$ cat src/pbs_pkg.sv
`timescale 1ns / 1ps
// ----------------------------------------------------------------------------
// pbs_pkg
// Shared types, codes and helper functions of the panel burn-in sequencer.
// ----------------------------------------------------------------------------
package pbs_pkg;

    localparam int PBS_MAX_FLOWS  = 8;
    localparam int PBS_MAX_CHECKS = 8;
    localparam int PBS_CFG_IDX_W  = 3;
    localparam int PBS_CFG_DATA_W = 64;

    typedef enum logic [2:0] {
        CMD_TICK  = 3'd0,
        CMD_POWER = 3'd1,
        CMD_UP    = 3'd2,
        CMD_DOWN  = 3'd3,
        CMD_MODE  = 3'd4
    } pbs_cmd_t;

    typedef enum logic [2:0] {
        ACT_NONE    = 3'd0,
        ACT_PWR_ON  = 3'd1,
        ACT_PWR_OFF = 3'd2,
        ACT_PATTERN = 3'd3,
        ACT_CHECK   = 3'd4,
        ACT_STEP    = 3'd5,
        ACT_END     = 3'd6
    } pbs_act_t;

    typedef enum logic [1:0] {
        MODE_OFF   = 2'd0,
        MODE_CHECK = 2'd1,
        MODE_BURN  = 2'd2,
        MODE_DONE  = 2'd3
    } pbs_mode_t;

    typedef enum logic [2:0] {
        LED_OFF   = 3'd0,
        LED_RED   = 3'd1,
        LED_GREEN = 3'd2,
        LED_SLOW  = 3'd3,
        LED_FAST  = 3'd4
    } pbs_led_t;

    typedef enum logic [PBS_CFG_IDX_W-1:0] {
        CFG_CHECK_COUNT      = 3'd0,
        CFG_CHECK_PATTERNS   = 3'd1,
        CFG_FLOW_COUNT       = 3'd2,
        CFG_FLOW_STEP_COUNTS = 3'd3,
        CFG_FLOW_LOOP_LIMITS = 3'd4
    } pbs_cfg_idx_t;

    typedef struct packed {
        logic [2:0] command;
        logic       panel_found;
    } pbs_in_t;

    typedef struct packed {
        logic [2:0] action;
        logic [7:0] pattern_code;
        logic [2:0] flow_number;
        logic [7:0] step_number;
        logic       entry_step;
        logic [1:0] mode_now;
        logic [2:0] led_drive;
        logic       last_result;
    } pbs_out_t;

    // One or two results produced by a single input transaction.
    typedef struct packed {
        logic     two;
        pbs_out_t first;
        pbs_out_t second;
    } pbs_pair_t;

    typedef struct packed {
        logic [3:0]  check_count;
        logic [63:0] check_patterns;
        logic [3:0]  flow_count;
        logic [63:0] flow_step_counts;
        logic [63:0] flow_loop_limits;
    } pbs_cfg_t;

    typedef struct packed {
        pbs_mode_t  mode;
        logic       panel_valid;
        logic       panel_seen;
        logic [2:0] pattern_index;
        logic [2:0] flow_index;
        logic [7:0] step_index;
        logic       at_entry;
        logic [8:0] step_counter;
        pbs_led_t   led;
    } pbs_state_t;

    function automatic logic [7:0] byte_of(input logic [63:0] packed_word,
                                           input logic [2:0] k);
        return packed_word[k*8 +: 8];
    endfunction

    function automatic logic [3:0] flows_eff(input logic [3:0] c);
        return (c > 4'(PBS_MAX_FLOWS)) ? 4'(PBS_MAX_FLOWS) : c;
    endfunction

    function automatic logic [3:0] checks_eff(input logic [3:0] c);
        logic [3:0] v;
        v = (c > 4'(PBS_MAX_CHECKS)) ? 4'(PBS_MAX_CHECKS) : c;
        return (v == 4'd0) ? 4'd1 : v;
    endfunction

    function automatic pbs_out_t mk_res(input pbs_act_t act, input logic [7:0] pat,
                                        input logic [2:0] flow, input logic [7:0] step,
                                        input logic entry);
        pbs_out_t r;
        r              = '0;
        r.action       = act;
        r.pattern_code = pat;
        r.flow_number  = flow;
        r.step_number  = step;
        r.entry_step   = entry;
        return r;
    endfunction

endpackage

$ cat src/pbs_cfg.sv
`timescale 1ns / 1ps
// ----------------------------------------------------------------------------
// pbs_cfg
// Configuration register file, written one register per transaction.
// ----------------------------------------------------------------------------
module pbs_cfg
    import pbs_pkg::*;
(
    input  logic                      clk,
    input  logic                      rst_n,
    input  logic                      cfg_valid,
    output logic                      cfg_ready,
    input  logic [PBS_CFG_IDX_W-1:0]  cfg_index,
    input  logic [PBS_CFG_DATA_W-1:0] cfg_data,
    output pbs_cfg_t                  cfg
);

    pbs_cfg_t cfg_reg;
    pbs_cfg_t cfg_next;

    assign cfg_ready = 1'b1;
    assign cfg       = cfg_reg;

    always_comb
    begin
        cfg_next = cfg_reg;
        if (cfg_valid)
        begin
            unique case (cfg_index)
                CFG_CHECK_COUNT:      cfg_next.check_count      = cfg_data[3:0];
                CFG_CHECK_PATTERNS:   cfg_next.check_patterns   = cfg_data;
                CFG_FLOW_COUNT:       cfg_next.flow_count       = cfg_data[3:0];
                CFG_FLOW_STEP_COUNTS: cfg_next.flow_step_counts = cfg_data;
                CFG_FLOW_LOOP_LIMITS: cfg_next.flow_loop_limits = cfg_data;
                default:              cfg_next = cfg_reg;
            endcase
        end
    end

    always_ff @(posedge clk or negedge rst_n)
    begin
        if (!rst_n)
        begin
            cfg_reg <= '{check_count: 4'd1, check_patterns: 64'd0, flow_count: 4'd1,
                         flow_step_counts: 64'd0, flow_loop_limits: 64'd0};
        end
        else
        begin
            cfg_reg <= cfg_next;
        end
    end

endmodule

$ cat src/pbs_core.sv
`timescale 1ns / 1ps
// ----------------------------------------------------------------------------
// pbs_core
// Input register, sequencer state and the single-pass step logic that turns
// one key or tick transaction into one or two results.
// ----------------------------------------------------------------------------
module pbs_core
    import pbs_pkg::*;
(
    input  logic      clk,
    input  logic      rst_n,
    input  logic      in_valid,
    output logic      in_stall,
    input  pbs_in_t   in_data,
    input  pbs_cfg_t  cfg,
    input  logic      can_load,
    output logic      load,
    output pbs_pair_t pair
);

    logic       in_vld_reg;
    logic       in_vld_next;
    pbs_in_t    in_item_reg;
    pbs_state_t state_reg;
    pbs_state_t state_next;

    assign load     = in_vld_reg && can_load;
    assign in_stall = in_vld_reg && !load;

    always_comb
    begin
        in_vld_next = in_vld_reg;
        if (load)
            in_vld_next = 1'b0;
        if (in_valid && !in_stall)
            in_vld_next = 1'b1;
    end

    always_comb
    begin
        pbs_state_t s;
        pbs_out_t   r0;
        pbs_out_t   r1;
        logic [1:0] n;
        logic [7:0] steps_b;
        logic [7:0] limit_b;
        logic [3:0] fnext;
        logic [7:0] snext;
        logic [2:0] top;

        s       = state_reg;
        r0      = mk_res(ACT_NONE, 8'd0, 3'd0, 8'd0, 1'b0);
        r1      = r0;
        n       = 2'd0;
        steps_b = byte_of(cfg.flow_step_counts, state_reg.flow_index);
        limit_b = byte_of(cfg.flow_loop_limits, state_reg.flow_index);
        fnext   = {1'b0, state_reg.flow_index} + 4'd1;
        snext   = 8'd0;
        top     = 3'(checks_eff(cfg.check_count) - 4'd1);

        unique case (in_item_reg.command)
            CMD_TICK:
            begin
                if (state_reg.mode == MODE_BURN)
                begin
                    if (s.at_entry)
                    begin
                        r0 = mk_res(ACT_STEP, 8'd0, s.flow_index, 8'd0, 1'b1);
                        n  = 2'd1;
                        s.step_index   = steps_b;
                        s.step_counter = 9'd0;
                        s.at_entry     = 1'b0;
                    end
                    s.step_counter = s.step_counter + 9'd1;
                    if (s.step_counter > {1'b0, limit_b})
                    begin
                        s.at_entry = 1'b1;
                        if (fnext >= flows_eff(cfg.flow_count))
                        begin
                            if (n == 2'd0)
                                r0 = mk_res(ACT_END, 8'd0, 3'd0, 8'd0, 1'b0);
                            else
                                r1 = mk_res(ACT_END, 8'd0, 3'd0, 8'd0, 1'b0);
                            n          = n + 2'd1;
                            s.led      = LED_FAST;
                            s.mode     = MODE_DONE;
                            s.flow_index = 3'd0;
                        end
                        else
                        begin
                            s.flow_index = fnext[2:0];
                        end
                    end
                    else
                    begin
                        snext = s.step_index + 8'd1;
                        if (snext >= steps_b)
                            snext = 8'd0;
                        s.step_index = snext;
                        if (n == 2'd0)
                            r0 = mk_res(ACT_STEP, 8'd0, s.flow_index, snext, 1'b0);
                        else
                            r1 = mk_res(ACT_STEP, 8'd0, s.flow_index, snext, 1'b0);
                        n = n + 2'd1;
                    end
                end
            end
            CMD_POWER:
            begin
                if (state_reg.mode == MODE_OFF)
                begin
                    if (in_item_reg.panel_found)
                    begin
                        s.panel_valid   = 1'b1;
                        s.panel_seen    = 1'b1;
                        s.led           = LED_GREEN;
                        s.pattern_index = 3'd0;
                        r0 = mk_res(ACT_PWR_ON, 8'd0, 3'd0, 8'd0, 1'b0);
                        n  = 2'd1;
                    end
                    else
                    begin
                        s.panel_valid = 1'b0;
                        s.led         = LED_RED;
                    end
                    s.mode = MODE_CHECK;
                end
                else
                begin
                    if (state_reg.panel_seen)
                    begin
                        r0 = mk_res(ACT_PWR_OFF, 8'd0, 3'd0, 8'd0, 1'b0);
                        n  = 2'd1;
                    end
                    s.led  = LED_OFF;
                    s.mode = MODE_OFF;
                end
            end
            CMD_UP, CMD_DOWN:
            begin
                if (state_reg.panel_valid)
                begin
                    if (state_reg.mode == MODE_CHECK)
                    begin
                        if (in_item_reg.command == CMD_UP)
                            s.pattern_index = (state_reg.pattern_index >= top) ? 3'd0
                                            : state_reg.pattern_index + 3'd1;
                        else
                            s.pattern_index = (state_reg.pattern_index == 3'd0) ? top
                                            : state_reg.pattern_index - 3'd1;
                        r0 = mk_res(ACT_PATTERN,
                                    byte_of(cfg.check_patterns, s.pattern_index),
                                    3'd0, 8'd0, 1'b0);
                        n  = 2'd1;
                    end
                    else if (state_reg.mode == MODE_BURN || state_reg.mode == MODE_DONE)
                    begin
                        s.pattern_index = 3'd0;
                        r0 = mk_res(ACT_PATTERN, byte_of(cfg.check_patterns, 3'd0),
                                    3'd0, 8'd0, 1'b0);
                        r1 = mk_res(ACT_CHECK, 8'd0, 3'd0, 8'd0, 1'b0);
                        n  = 2'd2;
                        s.led  = LED_GREEN;
                        s.mode = MODE_CHECK;
                    end
                end
            end
            CMD_MODE:
            begin
                if (state_reg.panel_valid)
                begin
                    if (state_reg.mode == MODE_CHECK)
                    begin
                        s.flow_index   = 3'd0;
                        s.at_entry     = 1'b1;
                        s.step_counter = 9'd0;
                        s.mode         = MODE_BURN;
                    end
                    else if (state_reg.mode == MODE_BURN)
                    begin
                        s.flow_index = (fnext >= flows_eff(cfg.flow_count)) ? 3'd0
                                     : fnext[2:0];
                        s.at_entry   = 1'b1;
                    end
                    else if (state_reg.mode == MODE_DONE)
                    begin
                        s.flow_index = 3'd0;
                        s.mode       = MODE_BURN;
                    end
                    if (s.mode == MODE_BURN)
                        s.led = LED_SLOW;
                end
            end
            default:
            begin
                s = state_reg;
            end
        endcase

        // Every result reports the mode and LED that hold after the input.
        r0.mode_now    = s.mode;
        r0.led_drive   = s.led;
        r0.last_result = (n != 2'd2);
        r1.mode_now    = s.mode;
        r1.led_drive   = s.led;
        r1.last_result = 1'b1;

        pair.two    = (n == 2'd2);
        pair.first  = r0;
        pair.second = r1;
        state_next  = s;
    end

    always_ff @(posedge clk or negedge rst_n)
    begin
        if (!rst_n)
        begin
            in_vld_reg <= 1'b0;
            state_reg  <= '{mode: MODE_OFF, panel_valid: 1'b0, panel_seen: 1'b0,
                           pattern_index: 3'd0, flow_index: 3'd0, step_index: 8'd0,
                           at_entry: 1'b1, step_counter: 9'd0, led: LED_OFF};
        end
        else
        begin
            in_vld_reg <= in_vld_next;
            if (load)
                state_reg <= state_next;
        end
    end

    always_ff @(posedge clk)
    begin
        if (in_valid && !in_stall)
            in_item_reg <= in_data;
    end

endmodule

$ cat src/pbs_out_buf.sv
`timescale 1ns / 1ps
// ----------------------------------------------------------------------------
// pbs_out_buf
// Result register holding the one or two results of an input transaction
// and presenting them in order on the output channel.
// ----------------------------------------------------------------------------
module pbs_out_buf
    import pbs_pkg::*;
(
    input  logic      clk,
    input  logic      rst_n,
    input  logic      load,
    input  pbs_pair_t pair,
    output logic      can_load,
    output logic      out_valid,
    input  logic      out_stall,
    output pbs_out_t  out_data
);

    logic [1:0] count_reg;
    logic [1:0] count_next;
    logic       sel_reg;
    logic       sel_next;
    pbs_out_t   slot0_reg;
    pbs_out_t   slot1_reg;
    logic       pop;

    assign out_valid = (count_reg != 2'd0);
    assign out_data  = sel_reg ? slot1_reg : slot0_reg;
    assign pop       = out_valid && !out_stall;
    assign can_load  = (count_reg == 2'd0) || (count_reg == 2'd1 && pop);

    always_comb
    begin
        count_next = count_reg;
        sel_next   = sel_reg;
        if (load)
        begin
            count_next = pair.two ? 2'd2 : 2'd1;
            sel_next   = 1'b0;
        end
        else if (pop)
        begin
            count_next = count_reg - 2'd1;
            sel_next   = 1'b1;
        end
    end

    always_ff @(posedge clk or negedge rst_n)
    begin
        if (!rst_n)
        begin
            count_reg <= 2'd0;
            sel_reg   <= 1'b0;
        end
        else
        begin
            count_reg <= count_next;
            sel_reg   <= sel_next;
        end
    end

    always_ff @(posedge clk)
    begin
        if (load)
        begin
            slot0_reg <= pair.first;
            slot1_reg <= pair.second;
        end
    end

endmodule

$ cat src/panel_burn_in_sequencer.sv
`timescale 1ns / 1ps
// ----------------------------------------------------------------------------
// panel_burn_in_sequencer
// Mode, pattern and burn-in flow controller for a display panel tester.
// ----------------------------------------------------------------------------
// Each input transaction is a key event (power, up, down, mode) or a tick,
// and it yields one or two result transactions in order; the last one of an
// input carries last_result. Every result reports the mode and LED drive
// that hold after the whole input. An input is held in an input register,
// worked in one pass of combinational logic and written to a two-entry
// result register, which hands out one result per cycle while out_stall is
// low. A new input is taken while the results of the previous one still
// wait on the output.
// Configuration registers are written through their own valid/ready channel,
// which is always ready; they should be written only while the block is idle.
// ----------------------------------------------------------------------------
module panel_burn_in_sequencer
    import pbs_pkg::*;
(
    input  logic                      clk,
    input  logic                      rst_n,
    input  logic                      in_valid,
    output logic                      in_stall,
    input  pbs_in_t                   in_data,
    output logic                      out_valid,
    input  logic                      out_stall,
    output pbs_out_t                  out_data,
    input  logic                      cfg_valid,
    output logic                      cfg_ready,
    input  logic [PBS_CFG_IDX_W-1:0]  cfg_index,
    input  logic [PBS_CFG_DATA_W-1:0] cfg_data
);

    pbs_cfg_t  cfg;
    pbs_pair_t pair;
    logic      load;
    logic      can_load;

    // Configuration registers.
    pbs_cfg u_cfg (
        .clk       (clk),
        .rst_n     (rst_n),
        .cfg_valid (cfg_valid),
        .cfg_ready (cfg_ready),
        .cfg_index (cfg_index),
        .cfg_data  (cfg_data),
        .cfg       (cfg)
    );

    // Input register, sequencer state and step logic.
    pbs_core u_core (
        .clk      (clk),
        .rst_n    (rst_n),
        .in_valid (in_valid),
        .in_stall (in_stall),
        .in_data  (in_data),
        .cfg      (cfg),
        .can_load (can_load),
        .load     (load),
        .pair     (pair)
    );

    // Result register that drains one result per cycle while out_stall is low.
    pbs_out_buf u_out_buf (
        .clk       (clk),
        .rst_n     (rst_n),
        .load      (load),
        .pair      (pair),
        .can_load  (can_load),
        .out_valid (out_valid),
        .out_stall (out_stall),
        .out_data  (out_data)
    );

endmodule
$ cat config.mk
export PLATFORM = sky130hd
export DESIGN_NAME = panel_burn_in_sequencer
export DESIGN_NICKNAME = d
export VERILOG_FILES = /design/src/pbs_pkg.sv /design/src/pbs_cfg.sv /design/src/pbs_core.sv /design/src/pbs_out_buf.sv /design/src/panel_burn_in_sequencer.sv
export SDC_FILE = /design/constraint.sdc
export NUM_CORES = 1
export LEC_CHECK = 0
export ABC_CLOCK_PERIOD_IN_PS = 9510
export BUFFER_PORTS_ARGS = -buffer_cell sky130_fd_sc_hd__buf_2
export CELL_PAD_IN_SITES_DETAIL_PLACEMENT = 1
export CELL_PAD_IN_SITES_GLOBAL_PLACEMENT = 1
export CORE_ASPECT_RATIO = 0.7
export CORE_UTILIZATION = 54
export CTS_CLUSTER_DIAMETER = 30
export CTS_CLUSTER_SIZE = 28
export DETAILED_ROUTE_END_ITERATION = 16
export GPL_TIMING_DRIVEN = 0
export PLACE_DENSITY_LB_ADDON = 0.1
export SLEW_MARGIN = 20
export SYNTH_ARGS = -nofsm -noshare
export SYNTH_HDL_FRONTEND = slang
export SYNTH_SLANG_ARGS = --single-unit
$ cat constraint.sdc
create_clock -name clk -period 9.51 [get_ports clk]
set_clock_uncertainty 0.2 [all_clocks]
set_input_delay 1.4265 -clock clk [delete_from_list [all_inputs] [get_ports clk]]
set_output_delay 1.4265 -clock clk [all_outputs]
set_load 0.01 [all_outputs]
==> results.cfg, run 1 <==
[run]
maxCapViolCount = 0

[cts]
htree_levels = 2
clk_transition_reported_paths_ns = 0.05
postCtsHoldBufs = 0
clockRootBuffer = clkbuf_16
clockBufferDepth = 3
clk_latency_ns = 0.58
cts_tree = yes
cts_resized = 0
post_cts_buffers = 0
numCtsBuffers = 47
clkSinkCount = 282

[die]
die_w_um = 196.7
io_pins = 108
die_area_mm2 = 0.02720
row_count = 49
start_util_pct = 55.38
die_height_um = 138.3
core_mm2 = 0.02587

[pwr]
power.density_mw_per_mm2 = 308.0
power_leakage_nw = 7.296
ir_worst_vdd_mv = 0.1755

[timing]
slew_headroom_pct = 29.93
fmaxAchievable_ghz = 0.1725
layout_min_cycle_time_ns = 5.796
finalSetupTns_ns = 0
tightest_slew_ns = 1.051
post-route-period-util_pct = 60.94
final-setup-viol-count = 0
setup_slack_ns = 3.714
slew_violations = 0
rsz0062_at_grt = false
hold_viol = 0

[status]
status = finished clean

[global_routing]
grt_first_pass_wirelength_mm = 71.32
overflow = 0
grt_max_degree = 99
track_usage_pct = 35.26
grt_pass1_vias = 11284
antenna_found_initial = 1

[worst_setup_path]
cp_data_arrival_time_ns = 6.05
required_ns = 9.76
crit_family = buffers and inverters
slowest_stage = buf_1
endpoint_kind = flip-flop
cp_max_fo = 10
cp_slowest_stage_delay_ns = 0.78
worstSetupPathType = flip-flop to flip-flop
cp_num_buf_inv = 4
cp-start-kind = flip-flop
crit_path_cell_trace = buf_1 -> buf_1 -> mux4_2 -> mux2i_1 -> ha_1 -> a2111oi_0 -> o21ai_1 -> o221a_2 -> buf_2 -> or2_1 -> buf_2 -> nor2_1 -> nand3_1 -> a31oi_1

[layout]
fillers = 2561
mostFrequentLayoutCells = dfrtp_1 (232), mux2_2 (227), buf_2 (111), nand2_1 (67), nor2_1 (57)
layout_commonest_cell = dfrtp_1
area_growth_pct = 18.57
layout.nets = 1405
largest_reg_flops = 200
drive_above_1_share_pct = 36.91

[synth]
synth.area.top_cells = dfrtp_1 (41%), mux2_2 (18%), edfxtp_1 (9.9%), ha_1 (3.6%), mux4_2 (2.8%)
syn_avg_cell_area_um2 = 12.69
synth.distinct_cells = 81
synthCells = 1129
syn_area_mm2 = 0.01433
async_flop_share_pct = 83.33
synth_flop_cell = dfrtp_1
synth_top_area_share_pct = 40.52
synth-edff-count = 47
ys_ff_latch = 282
yosys.area.top_type = dfrtp_1
syn-num-nets = 1246
yosys_warnings = 0
ys_seq_area_share_pct = 50.92

[placed_design]
gp_congestion = 0.8891
dp_hpwl_mm = 30.73
io_buffer_count = 106
pre_cts_ws_ns = 4.032

[hold_path]
hp-class = flip-flop to flip-flop

[routing]
dr.pass1.iters = 5
drcViolationCount = 0
drtIter0Drc = 850
drt-total-wl_mm = 46.35
wl_per_cell_um = 27.54
drtAntennaViolNets = 0
viasPerCell = 6.257
vias = 10530
## path summary, 6_finish.rpt
| path | slack (ns) | to | cells after the start | from |
|---|---|---|---|---|
| min in group asynchronous | 0.56 | u_cfg.cfg[94] | 1 | rst_n |
| setup reg to reg | 3.71 | u_core.state_reg[16] | 14 | u_core.state_reg[22] |
| max in group asynchronous | 7.18 | u_cfg.cfg[196] | 3 | rst_n |
| setup / recovery | 3.71 | u_core.state_reg[16] | 14 | u_core.state_reg[22] |
| hold / removal | 0.30 | u_cfg.cfg[98] | 1 | u_cfg.cfg[98] |
| hold reg to reg | 0.30 | u_cfg.cfg[98] | 1 | u_cfg.cfg[98] |
## cells in the mapped netlist (all sizes together), types with 9 or more instances
master / n
o21ai: 31
nand2b: 10
mux4: 18
mux2: 253
nor2: 57
inv: 30
a22o: 9
a31oi: 15
nor3: 11
dfrtp: 232
mux2i: 35
nand2: 67
o31ai: 12
nor2b: 25
clkbuf: 37
ha: 41
buf: 26
nand3: 18
a21oi: 28
edfxtp: 47
and2: 10
## power by group
group	internal [mW]	switching (mW)	total (mW)	leakage, nW
Combinational	0.749	1.05	1.80	3.22
Sequential	1.56	0.180	1.74	3.31
Clock	1.04	0.657	1.69	0.762
Total	3.34	1.89	5.23	7.30
## cells by family (layout without fill, tap and decap cells)
| family | after synthesis | after routing | synth area share, % |
|---|---|---|---|
| other cells | 1 | 2 | 0.02617 |
| xor+xnor | 13 | 13 | 0.7947 |
| simple gates | 228 | 228 | 7.764 |
| flops | 282 | 282 | 50.92 |
| mux | 306 | 306 | 25.42 |
| buf+inv | 94 | 290 | 3.292 |
| compound gates | 164 | 164 | 8.200 |
| fa+ha+maj | 41 | 41 | 3.580 |
## through the flow
step                instances  power [mW]  cell area (um^2)  hold slack, ns  util (%)
finish                   1683       5.232             16990          0.2980     65.66
global route             1683       5.451             16990          0.3185     65.66
CTS                      1682       5.218             16980          0.3002     65.64
detailed placement       1596       3.450             15400          0.2755     59.52
global placement         1592       3.360             15300          0.2645     59.15
floorplan                1129       2.866             14330          0.2479         -
## layout make-up
class                   instances  area, um^2  share of cell area (%)
repair buffers                110       610.6                   3.594
flip-flops and latches        282        7296                   42.95
clock inverters                25       209.0                   1.230
plain buffers                  63       359.1                   2.114
multi-input cells             753        6574                   38.70
inverters                      31       116.4                  0.6850
clock buffers                  61        1374                   8.087
diodes                          1       2.502                 0.01473
well taps                     357       446.7                   2.629
## metal layers
layer	wire [um]	share of wire (%)	vias to the layer above	GRT usage [%]
li1	-	-	4473	-
met1	20580	44	5497	50.32
met3	3648	7.9	91	8.319
met4	1357	2.9	0	12.20
met5	0	0	-	0
met2	20760	45	469	53.02
No activity file was read; power rests on OpenSTA's default activity.
==> run 2: changes to the inputs <==
ABC_CLOCK_PERIOD_IN_PS = 5500   (was 9510)
CORE_UTILIZATION = 50   (was 54)
clock period = 5.5 ns   (was 9.51 ns; I/O delays follow)
==> results.cfg, run 2 (synthesis gave the netlist of run 1 again) <==
[worst_setup_path]
crit_path_cell_trace = buf_4 -> buf_6 -> buf_8 -> buf_2 -> mux4_2 -> mux2i_1 -> ha_1 -> a2111oi_0 -> o21ai_1 -> o221a_2 -> buf_2 -> or2_1 -> buf_2 -> nor2_1 -> nand4_1 -> a31oi_1
reg2regPathDepth = 16
cp-start-kind = flip-flop
cp_data_arrival_time_ns = 5.42
required_ns = 5.76
cp_slowest_stage_delay_ns = 0.59
r2r-start = u_core.state_reg[21]
worstSetupPathType = flip-flop to flip-flop
timing.rr.end = u_core.state_reg[18]
crit_top_cell = buf_2
cp_max_fo = 19
r2r_setup_slack_ns = 0.34
endpoint_kind = flip-flop
slowest_stage = mux4_2

[pwr]
p_int_mw = 6.009
pwr-share-seq_pct = 33.0
power.total_mw = 9.084
power.density_mw_per_mm2 = 531.7
swShare_pct = 33.85
ir_worst_vdd_mv = 0.2517
power_leakage_nw = 7.347
clkPwrFrac_pct = 34.1
switching_power_mw = 3.075
combPwrFrac_pct = 32.9

[timing]
slew_headroom_pct = 34.87
whs_ns = 0.03415
hold_viol = 0
setup_slack_ns = 0.3383
finalSetupTns_ns = 0
rsz0062_at_grt = false
slew_violations = 0
post-route-period-util_pct = 93.85
layout_min_cycle_time_ns = 5.162
fmaxAchievable_ghz = 0.1937
tightest_slew_ns = 0.9769
final-setup-viol-count = 0

[cts]
htree_levels = 2
clkSinkCount = 282
clk_latency_ns = 0.56
numCtsBuffers = 48
postCtsHoldBufs = 0
cts_tree = yes
cts_resized = 1
clk_transition_reported_paths_ns = 0.05
post_cts_buffers = 0
clockRootBuffer = clkbuf_16
clockBufferDepth = 3

[die]
io_pins = 108
die_w_um = 204.3
die_area_mm2 = 0.02935
start_util_pct = 51.15
die_height_um = 143.6
core_mm2 = 0.02801
row_count = 51

[routing]
drtIter0Drc = 642
wl_per_cell_um = 25.73
drtAntennaViolNets = 0
dr.pass1.iters = 5
drt-total-wl_mm = 43.59
drcViolationCount = 0
viasPerCell = 6.012
vias = 10185

[hold_path]
hp-class = input port to asynchronous set/reset pin

[layout]
drive_above_1_share_pct = 37.19
layoutNonFillerInstCount = 1694
stdcell_area_mm2 = 0.01709
layout.nets = 1403
largest_reg_flops = 200
fillers = 2798
mostFrequentLayoutCells = dfrtp_1 (232), mux2_2 (227), buf_2 (112), nand2_1 (67), nor2_1 (56)
final_core_util_pct = 60.99
area_growth_pct = 19.25
layout_commonest_cell = dfrtp_1
n_antenna_cell = 0

[global_routing]
overflow = 0
grt_first_pass_wirelength_mm = 67.37
grt_max_degree = 88
antenna_found_initial = 0
grt_pass1_vias = 11246
track_usage_pct = 31.10

[placed_design]
gp_congestion = 0.8676
io_buffer_count = 106
placed_cell_area_mm2 = 0.01541
dp.cells = 1609
pre_cts_ws_ns = -0.03379
dp_hpwl_mm = 30.75

[run]
maxCapViolCount = 0

[status]
status = finished clean
-- run 2: cell types whose count changed in the layout (fill, tap and decap cells not counted), sizes merged --
cell	change
clkinvlp	-2
diode	-1
clkinv	+3
buf	-2
inv	-7
bufinv	+6
-- run 2: how the worst max path moves through the flow --
stage	from	end	slack [ns]
CTS	u_core.state_reg[22]	u_core.state_reg[18]	0.07
global placement	rst_n	u_core.in_vld_reg	-0.98
finish	u_core.state_reg[21]	u_core.state_reg[18]	0.34
floorplan	u_core.state_reg[12]	u_core.state_reg[18]	1.21
global route	u_core.state_reg[21]	u_core.state_reg[18]	0.03
detailed placement	u_core.state_reg[21]	u_core.state_reg[16]	-0.03
-- run 2: area by class of cell --
type | count | area [um^2] | share of cell area [%]
well taps | 371 | 464.2 | 2.717
repair buffers | 109 | 606.8 | 3.552
multi-input cells | 753 | 6576 | 38.49
plain buffers | 61 | 354.1 | 2.073
inverters | 31 | 116.4 | 0.6811
clock inverters | 25 | 306.5 | 1.794
flip-flops and latches | 282 | 7296 | 42.70
clock buffers | 62 | 1365 | 7.990
-- run 2: power by group through the flow --
stage / sequential, mW / clock (mW) / combinational [mW]
after floorplan: 2.90 / 0 / 2.06
after global placement: 2.98 / 0 / 2.87
after detailed placement: 3.00 / 0 / 2.96
after CTS: 2.98 / 3.13 / 3.01
after global routing: 3.06 / 3.21 / 3.25
final: 3.00 / 3.09 / 2.99
-- run 2: critical path, delay by kind of cell (launching register included) --
kind	cells	cell delay, ns
buffers and inverters	6	1.60
AOI/OAI and AO/OA	4	0.91
muxes	2	0.84
and+or+nand+nor	3	0.80
DFF	1	0.39
adders and majority gates	1	0.32
-- run 2: layer usage --
layer	up-vias	track usage (%)	part of all wire, %
met5	-	0	0
met4	0	10.84	2.7
met3	86	7.007	6.6
met2	304	47.39	44
met1	5333	43.76	47
li1	4462	-	-
